==> src/hdl/cmee_pkg.sv <==
// Shared constants, types and helpers for the MIDI control/note event emitter.
// Used by cmee_core and control_to_midi_event_emitter_unit; no dependencies.
`default_nettype none

package cmee_pkg;

    localparam int LIVE_SIGNALS_DEF  = 32;
    localparam int GESTURE_SLOTS_DEF = 8;

    // Widths fixed by the item fields
    localparam int INDEX_W = 5;
    localparam int LEVEL_W = 16;
    localparam int NOTE_W  = 7;
    localparam int VAL_W   = 7;
    localparam int BYTE_W  = 8;

    // Q1.15 constants
    localparam logic [LEVEL_W-1:0] ONE_Q15       = 16'd32768;
    localparam logic [LEVEL_W-1:0] THR_MIN_Q15   = 16'd1638;
    localparam logic [LEVEL_W-1:0] HYST_Q15      = 16'd2294;
    localparam logic [LEVEL_W-1:0] OFF_FLOOR_Q15 = 16'd655;

    localparam logic [6:0] CC_BASE_MAX = 7'd119;

    // MIDI status nibbles
    localparam logic [BYTE_W-1:0] ST_CC       = 8'hB0;
    localparam logic [BYTE_W-1:0] ST_NOTE_ON  = 8'h90;
    localparam logic [BYTE_W-1:0] ST_NOTE_OFF = 8'h80;

    // Item kinds carried in tuser
    localparam logic ACT_LIVE    = 1'b0;
    localparam logic ACT_GESTURE = 1'b1;

    // Configuration register indexes
    localparam logic [7:0] REG_SEND_CC      = 8'd0;
    localparam logic [7:0] REG_SEND_NOTES   = 8'd1;
    localparam logic [7:0] REG_CC_BASE      = 8'd2;
    localparam logic [7:0] REG_MIDI_CHANNEL = 8'd3;

    typedef struct packed {
        logic       send_cc;
        logic       send_notes;
        logic [6:0] cc_base;
        logic [4:0] midi_channel;
    } cfg_t;

    typedef struct packed {
        logic              valid;
        logic [BYTE_W-1:0] status_byte;
        logic [BYTE_W-1:0] data_one;
        logic [VAL_W-1:0]  data_two;
    } event_t;

    // round(level * 127 / 32768), half up; level already saturated to 1.0
    function automatic logic [VAL_W-1:0] to_7bit(input logic [LEVEL_W-1:0] lvl);
        logic [22:0] prod;
        prod = {7'd0, lvl} * 23'd127 + 23'd16384;
        return prod[21:15];
    endfunction

endpackage

`default_nettype wire

==> src/hdl/cmee_core.sv <==
// Per-item decision logic and per-index state (last CC value, note gates).
// Depends on cmee_pkg.
`default_nettype none

module cmee_core #(
    parameter int LIVE_SIGNALS  = cmee_pkg::LIVE_SIGNALS_DEF,
    parameter int GESTURE_SLOTS = cmee_pkg::GESTURE_SLOTS_DEF
) (
    input  wire logic                         aclk,
    input  wire logic                         aresetn,
    input  wire logic                         item_accept,
    input  wire logic                         action,
    input  wire logic [cmee_pkg::INDEX_W-1:0] index,
    input  wire logic [cmee_pkg::LEVEL_W-1:0] level,
    input  wire logic [cmee_pkg::LEVEL_W-1:0] gate_threshold,
    input  wire logic [cmee_pkg::NOTE_W-1:0]  note_number,
    input  wire cmee_pkg::cfg_t               cfg,
    output cmee_pkg::event_t                  evt
);

    // Only indexes the 5-bit field can reach need storage
    localparam int IDX_SPAN   = 1 << cmee_pkg::INDEX_W;
    localparam int LIVE_DEPTH = (LIVE_SIGNALS < IDX_SPAN) ? LIVE_SIGNALS : IDX_SPAN;
    localparam int SLOT_DEPTH = (GESTURE_SLOTS < IDX_SPAN) ? GESTURE_SLOTS : IDX_SPAN;
    localparam int LIVE_AW    = (LIVE_DEPTH > 1) ? $clog2(LIVE_DEPTH) : 1;
    localparam int SLOT_AW    = (SLOT_DEPTH > 1) ? $clog2(SLOT_DEPTH) : 1;

    logic [cmee_pkg::BYTE_W-1:0] last_sent_reg [LIVE_DEPTH];
    logic                        note_active_reg [SLOT_DEPTH];
    logic [cmee_pkg::NOTE_W-1:0] latched_note_reg [SLOT_DEPTH];

    logic [cmee_pkg::LEVEL_W-1:0] level_sat;
    logic [cmee_pkg::LEVEL_W-1:0] thr_sat;
    logic [cmee_pkg::LEVEL_W-1:0] off_lvl;
    logic [cmee_pkg::VAL_W-1:0]   v7;
    logic [cmee_pkg::VAL_W-1:0]   vel;
    logic [3:0]                   ch;
    logic [6:0]                   base;
    logic [LIVE_AW-1:0]           live_addr;
    logic [SLOT_AW-1:0]           slot_addr;
    logic                         live_ok;
    logic                         slot_ok;
    logic                         cc_fire;
    logic                         gate_on;
    logic                         gate_want;
    logic                         gate_fire;

    always_comb begin
        level_sat = (level > cmee_pkg::ONE_Q15) ? cmee_pkg::ONE_Q15 : level;
        v7        = cmee_pkg::to_7bit(level_sat);
        vel       = (v7 == '0) ? cmee_pkg::VAL_W'(1) : v7;

        if (cfg.midi_channel == 5'd0) begin
            ch = 4'd0;
        end else if (cfg.midi_channel > 5'd16) begin
            ch = 4'd15;
        end else begin
            ch = 4'(cfg.midi_channel - 5'd1);
        end
        base = (cfg.cc_base > cmee_pkg::CC_BASE_MAX) ? cmee_pkg::CC_BASE_MAX : cfg.cc_base;

        live_addr = index[LIVE_AW-1:0];
        slot_addr = index[SLOT_AW-1:0];
        live_ok   = 32'(index) < LIVE_SIGNALS;
        slot_ok   = 32'(index) < GESTURE_SLOTS;

        cc_fire = (action == cmee_pkg::ACT_LIVE) && live_ok && cfg.send_cc
                  && ({1'b0, v7} != last_sent_reg[live_addr]);

        if (gate_threshold < cmee_pkg::THR_MIN_Q15) begin
            thr_sat = cmee_pkg::THR_MIN_Q15;
        end else if (gate_threshold > cmee_pkg::ONE_Q15) begin
            thr_sat = cmee_pkg::ONE_Q15;
        end else begin
            thr_sat = gate_threshold;
        end
        // hysteresis floor: max(0.02, thr - 0.07)
        if (thr_sat < cmee_pkg::HYST_Q15 + cmee_pkg::OFF_FLOOR_Q15) begin
            off_lvl = cmee_pkg::OFF_FLOOR_Q15;
        end else begin
            off_lvl = thr_sat - cmee_pkg::HYST_Q15;
        end

        gate_on   = note_active_reg[slot_addr];
        gate_want = cfg.send_notes && (gate_on ? (level_sat > off_lvl) : (level_sat > thr_sat));
        gate_fire = (action == cmee_pkg::ACT_GESTURE) && slot_ok && (gate_want != gate_on);

        evt = '0;
        if (cc_fire) begin
            evt.valid       = 1'b1;
            evt.status_byte = cmee_pkg::ST_CC | {4'd0, ch};
            evt.data_one    = 8'(base) + 8'(index);
            evt.data_two    = v7;
        end else if (gate_fire) begin
            evt.valid = 1'b1;
            if (gate_want) begin
                evt.status_byte = cmee_pkg::ST_NOTE_ON | {4'd0, ch};
                evt.data_one    = {1'b0, note_number};
                evt.data_two    = vel;
            end else begin
                evt.status_byte = cmee_pkg::ST_NOTE_OFF | {4'd0, ch};
                evt.data_one    = {1'b0, latched_note_reg[slot_addr]};
                evt.data_two    = '0;
            end
        end
    end

    always_ff @(posedge aclk) begin
        if (!aresetn) begin
            for (int i = 0; i < LIVE_DEPTH; i++) begin
                last_sent_reg[i] <= '1;
            end
            for (int i = 0; i < SLOT_DEPTH; i++) begin
                note_active_reg[i] <= 1'b0;
            end
        end else if (item_accept) begin
            if (cc_fire) begin
                last_sent_reg[live_addr] <= {1'b0, v7};
            end
            if (gate_fire) begin
                note_active_reg[slot_addr] <= gate_want;
            end
        end
    end

    always_ff @(posedge aclk) begin
        if (!aresetn) begin
            for (int i = 0; i < SLOT_DEPTH; i++) begin
                latched_note_reg[i] <= '0;
            end
        end else if (item_accept && gate_fire && gate_want) begin
            latched_note_reg[slot_addr] <= note_number;
        end
    end

endmodule

`default_nettype wire

==> src/hdl/control_to_midi_event_emitter_unit.sv <==
// Top level of the MIDI control/note event emitter: config registers,
// stream handshake and result register. Depends on cmee_pkg and cmee_core.
//
//  channel | direction | handshake            | payload
//  s_      | in        | s_tvalid / s_tready  | s_tdata, s_tuser (action)
//  m_      | out       | m_tvalid / m_tready  | m_tdata
//  cfg_    | in        | cfg_valid / cfg_ready| cfg_index, cfg_data
//
// One transaction per cycle while s_tready is high: the item is decided, the
// per-index state updated and the event captured in the result register at
// the accept edge. s_tready is low only while a held result is not being taken.
// Reset sets all state but the result data register at once; no clearing pass.
`default_nettype none

module control_to_midi_event_emitter_unit #(
    parameter int LIVE_SIGNALS  = cmee_pkg::LIVE_SIGNALS_DEF,
    parameter int GESTURE_SLOTS = cmee_pkg::GESTURE_SLOTS_DEF
) (
    input  wire logic        aclk,
    input  wire logic        aresetn,
    input  wire logic        s_tvalid,
    output logic             s_tready,
    // [4:0] index, [20:5] level, [36:21] gate_threshold, [43:37] note_number
    input  wire logic [47:0] s_tdata,
    // [0] action
    input  wire logic [0:0]  s_tuser,
    output logic             m_tvalid,
    input  wire logic        m_tready,
    // [7:0] status_byte, [15:8] data_one, [22:16] data_two
    output logic [23:0]      m_tdata,
    input  wire logic        cfg_valid,
    output logic             cfg_ready,
    input  wire logic [7:0]  cfg_index,
    input  wire logic [7:0]  cfg_data
);

    cmee_pkg::cfg_t   cfg_reg;
    cmee_pkg::event_t evt;
    logic             item_accept;
    logic             m_valid_reg;
    logic [23:0]      m_data_reg;

    assign s_tready    = !m_valid_reg || m_tready;
    assign item_accept = s_tvalid && s_tready;
    assign cfg_ready   = 1'b1;
    assign m_tvalid    = m_valid_reg;
    assign m_tdata     = m_data_reg;

    always_ff @(posedge aclk) begin
        if (!aresetn) begin
            cfg_reg.send_cc      <= 1'b1;
            cfg_reg.send_notes   <= 1'b1;
            cfg_reg.cc_base      <= 7'd30;
            cfg_reg.midi_channel <= 5'd1;
        end else if (cfg_valid) begin
            unique case (cfg_index)
                cmee_pkg::REG_SEND_CC:      cfg_reg.send_cc      <= cfg_data[0];
                cmee_pkg::REG_SEND_NOTES:   cfg_reg.send_notes   <= cfg_data[0];
                cmee_pkg::REG_CC_BASE:      cfg_reg.cc_base      <= cfg_data[6:0];
                cmee_pkg::REG_MIDI_CHANNEL: cfg_reg.midi_channel <= cfg_data[4:0];
                default: ;
            endcase
        end
    end

    cmee_core #(
        .LIVE_SIGNALS  (LIVE_SIGNALS),
        .GESTURE_SLOTS (GESTURE_SLOTS)
    ) u_core (
        .aclk           (aclk),
        .aresetn        (aresetn),
        .item_accept    (item_accept),
        .action         (s_tuser[0]),
        .index          (s_tdata[4:0]),
        .level          (s_tdata[20:5]),
        .gate_threshold (s_tdata[36:21]),
        .note_number    (s_tdata[43:37]),
        .cfg            (cfg_reg),
        .evt            (evt)
    );

    always_ff @(posedge aclk) begin
        if (!aresetn) begin
            m_valid_reg <= 1'b0;
        end else if (s_tready) begin
            m_valid_reg <= item_accept && evt.valid;
        end
    end

    always_ff @(posedge aclk) begin
        if (item_accept && evt.valid) begin
            m_data_reg <= {1'b0, evt.data_two, evt.data_one, evt.status_byte};
        end
    end

endmodule

`default_nettype wire
==> config.mk <==
export PLATFORM = sky130hd
export DESIGN_NAME = control_to_midi_event_emitter_unit
export DESIGN_NICKNAME = d
export VERILOG_FILES = /design/src/hdl/cmee_pkg.sv /design/src/hdl/cmee_core.sv /design/src/hdl/control_to_midi_event_emitter_unit.sv
export SDC_FILE = /design/constraint.sdc
export NUM_CORES = 1
export LEC_CHECK = 0
export BUFFER_PORTS_ARGS = -buffer_cell sky130_fd_sc_hd__buf_2
export CELL_PAD_IN_SITES_DETAIL_PLACEMENT = 2
export CELL_PAD_IN_SITES_GLOBAL_PLACEMENT = 2
export CORE_UTILIZATION = 37
export CTS_CLUSTER_SIZE = 14
export DETAILED_ROUTE_END_ITERATION = 10
export GPL_TIMING_DRIVEN = 0
export PLACE_DENSITY_LB_ADDON = 0.1
export SETUP_SLACK_MARGIN = 0.05
export SLEW_MARGIN = 40
export SYNTH_ARGS = -nofsm -noshare
export SYNTH_HDL_FRONTEND = slang
export SYNTH_HIERARCHICAL = 1
export SYNTH_SLANG_ARGS = --single-unit
==> constraint.sdc <==
create_clock -name aclk -period 26.3 [get_ports aclk]
set_clock_uncertainty 0.2 [all_clocks]
set_input_delay 5.26 -clock aclk [delete_from_list [all_inputs] [get_ports aclk]]
set_output_delay 5.26 -clock aclk [all_outputs]
set_load 0.02 [all_outputs]
==> qor.yml <==
worstMarginPinSlew_ns: 0.880
grt-ovfl-total: 0
ys_ff_latch: 358
grt_pass1_wl_um: 115000
first_pass_iters: 5
startpoint_type: "primary input"
fin_crit_ns: 13.28
maxCapViolations: 0
post-place-ws_ns: 12.44
leakagePower_nw: 9.06
wl_per_cell_um: 28.3
largest_register_ff_count: 256
yosysSeqAreaShare: 0.475
status: "complete, no violations"
crit_required_ns: 26.42
layout_common_cells: "edfxtp_1, o31ai_1, inv_1, buf_2, nand2_1"
hold_buffers: 0
rsz0062_at_grt: "no"
viasPerCell: 5.95
clkLatencyLatePin_ns: 0.58
cts_buffers: 42
io-pin-count: 97
syn_avg_cell_area_um2: 12.2
critPathBufInv: 13
area_growth_pct: 13.6
max_freq_mhz: 75.3
min_to: "u_core/last_sent_reg[17][7]"
vias: 16000
arrival_ns: 13.40
instances_no_fill: 2690
start_util: 0.378
grt_use_total: 0.261
grt_max_degree: 16
cp_max_fo: 15
routed_wirelength_um: 76300
netlist_instances: 1762
cts_root_buf: "clkbuf_16"
dp.cells: 2613
drive_gt1_frac: 0.192
hold_viol_final: 0
worst_path_max_delay_cell: "fa_1"
timing.rr.start: "u_core/last_sent_reg[31][3]"
htree_levels: 2
clock_path_buffers: 3
synth_cell_type_count: 75
place_congestion: 0.871
multi_input_comb_area_um2: 10200
portBuffers: 89
r2r-end: "m_tdata[21]"
grt_pass1_vias: 17600
worst_slack_ns: 13.02
core_um2: 56800
path_class: "in2reg"
drt_iter0_markers: 1009
cts_tree: "built"
async_flop_share: 0
finalMaxSlewViolations: 0
num_rows: 87
fin_setup_tns_ns: 0
ff2ff_setup_slack_ns: 21.96
die_area_um2: 59000
antenna_left: 0
cts.sinks: 358
hpwl_um: 57500
chipHeight_um: 243
clkTransAtPathRegs_ns: 0.06
cp_common_cell: "inv_1"
min_path_cells: 1
drc: 0
finalCritPeriodShare: 0.505
worstSetupEndpointType: "register"
seq_area_um2: 10200
fin_nets: 2112
dieWidth_um: 243
p_per_area_nw_per_um2: 86.8
fillCellCount: 5835
cts_post_setup_buffers_inserted: 0
antenna_found_initial: 2
synth_edf_count: 303
final_common_cell: "edfxtp_1"
setup_viol: 0
max_stage_delay_ns: 0.65
crit_family: "adder cells"
synth_flop_cell: "edfxtp_1"
hp-start: "u_core/last_sent_reg[17][7]"
diodes: 0
worstRegToRegCells: 15
cts_resized: 0
syn-cell-area_um2: 21500
hp-class: "reg2reg"
ys_warn_count: 6
relSlewSlack: 0.414
peakVddDrop_uv: 72.1
-- final cells by class --
class,instances,area share
flip-flops and latches,358,0.418
multi-input cells,1132,0.418
clock buffers,51,0.0453
well taps,756,0.0388
plain buffers,146,0.0299
repair buffers,94,0.0201
inverters,127,0.0195
clock inverters,26,0.0102
-- per-layer routing --
metal	share of wire	routed length (um)	vias up	track usage
met1	0.43	33200	8454	0.345
met3	0.041	3120	108	0.0283
met4	0.028	2100	2	0.0788
met2	0.50	37900	411	0.450
met5	0.00017	13	-	0
li1	-	-	7020	-
-- kinds of logic after synthesis --
group / share of synthesized area
buffers and inverters: 0.0559
other: 0.000699
AND/OR/NAND/NOR: 0.0761
flip-flops: 0.475
multiplexers: 0.108
adder cells (fa/ha/maj): 0.103
AO/OA/AOI/OAI: 0.170
XOR/XNOR: 0.0122
-- cell usage after synthesis, drive strengths merged (11+ instances only) --
master | instances | area [um^2]
nand3 | 26 | 140
nor2 | 80 | 300
a21o | 14 | 105
and2 | 12 | 75.1
o31ai | 228 | 1940
nand2 | 114 | 428
inv | 126 | 473
edfxtp | 303 | 9100
mux4 | 75 | 1690
and3 | 11 | 68.8
buf | 65 | 420
a21oi | 50 | 258
ha | 85 | 1060
o21ai | 73 | 365
o22a | 33 | 289
fa | 56 | 1120
clkbuf | 81 | 304
dfxtp | 55 | 1100
nand4 | 14 | 93.8
mux2i | 53 | 531
nor3 | 14 | 70.1
xor2 | 17 | 149
xnor2 | 13 | 114
nor2b | 30 | 188
-- where the power goes --
part / internal [mW] / total (mW) / switching (mW)
Combinational: 0.211 / 0.874 / 0.664
Sequential: 0.651 / 0.661 / 0.0101
Clock: 0.340 / 0.582 / 0.242
Total: 1.20 / 2.12 / 0.916
-- worst max path at each step --
stage                              to        start  cells past startpoint  slack [ns]
after floorplan            m_tdata[0]  s_tdata[20]                     29       13.40
after global placement    m_tdata[19]  s_tdata[20]                     29       11.20
after detailed placement  m_tdata[19]  s_tdata[20]                     30       12.44
after CTS                  m_tdata[8]  s_tdata[20]                     30       13.01
after global routing       m_tdata[1]  s_tdata[20]                     32       12.56
final                     m_tdata[21]  s_tdata[20]                     31       13.02
-- worst register-to-register path: stages (launching register included) --
cell and delay, ns:
edfxtp_1 0.40, mux4_2 0.57, mux4_2 0.49, nand2_1 0.08, o211ai_1 0.12, xor2_1 0.16, and2_0 0.23, a31o_1 0.31
buf_4 0.21, buf_6 0.17, buf_4 0.19, nand2_1 0.12, buf_4 0.12, nand2_1 0.08, nor2b_4 0.34, buf_8 0.23
-- through the flow --
stage | utilization | hold WS (ns) | total power, mW | area [um^2]
floorplan | - | 0.233 | 1.17 | 21500
global placement | 0.402 | 0.249 | 1.50 | 22900
detailed placement | 0.405 | 0.261 | 1.53 | 23000
CTS | 0.429 | 0.273 | 2.12 | 24400
global route | 0.429 | 0.290 | 2.21 | 24400
finish | 0.429 | 0.270 | 2.12 | 24400
Note: power is estimated with default switching activity, not from simulation.
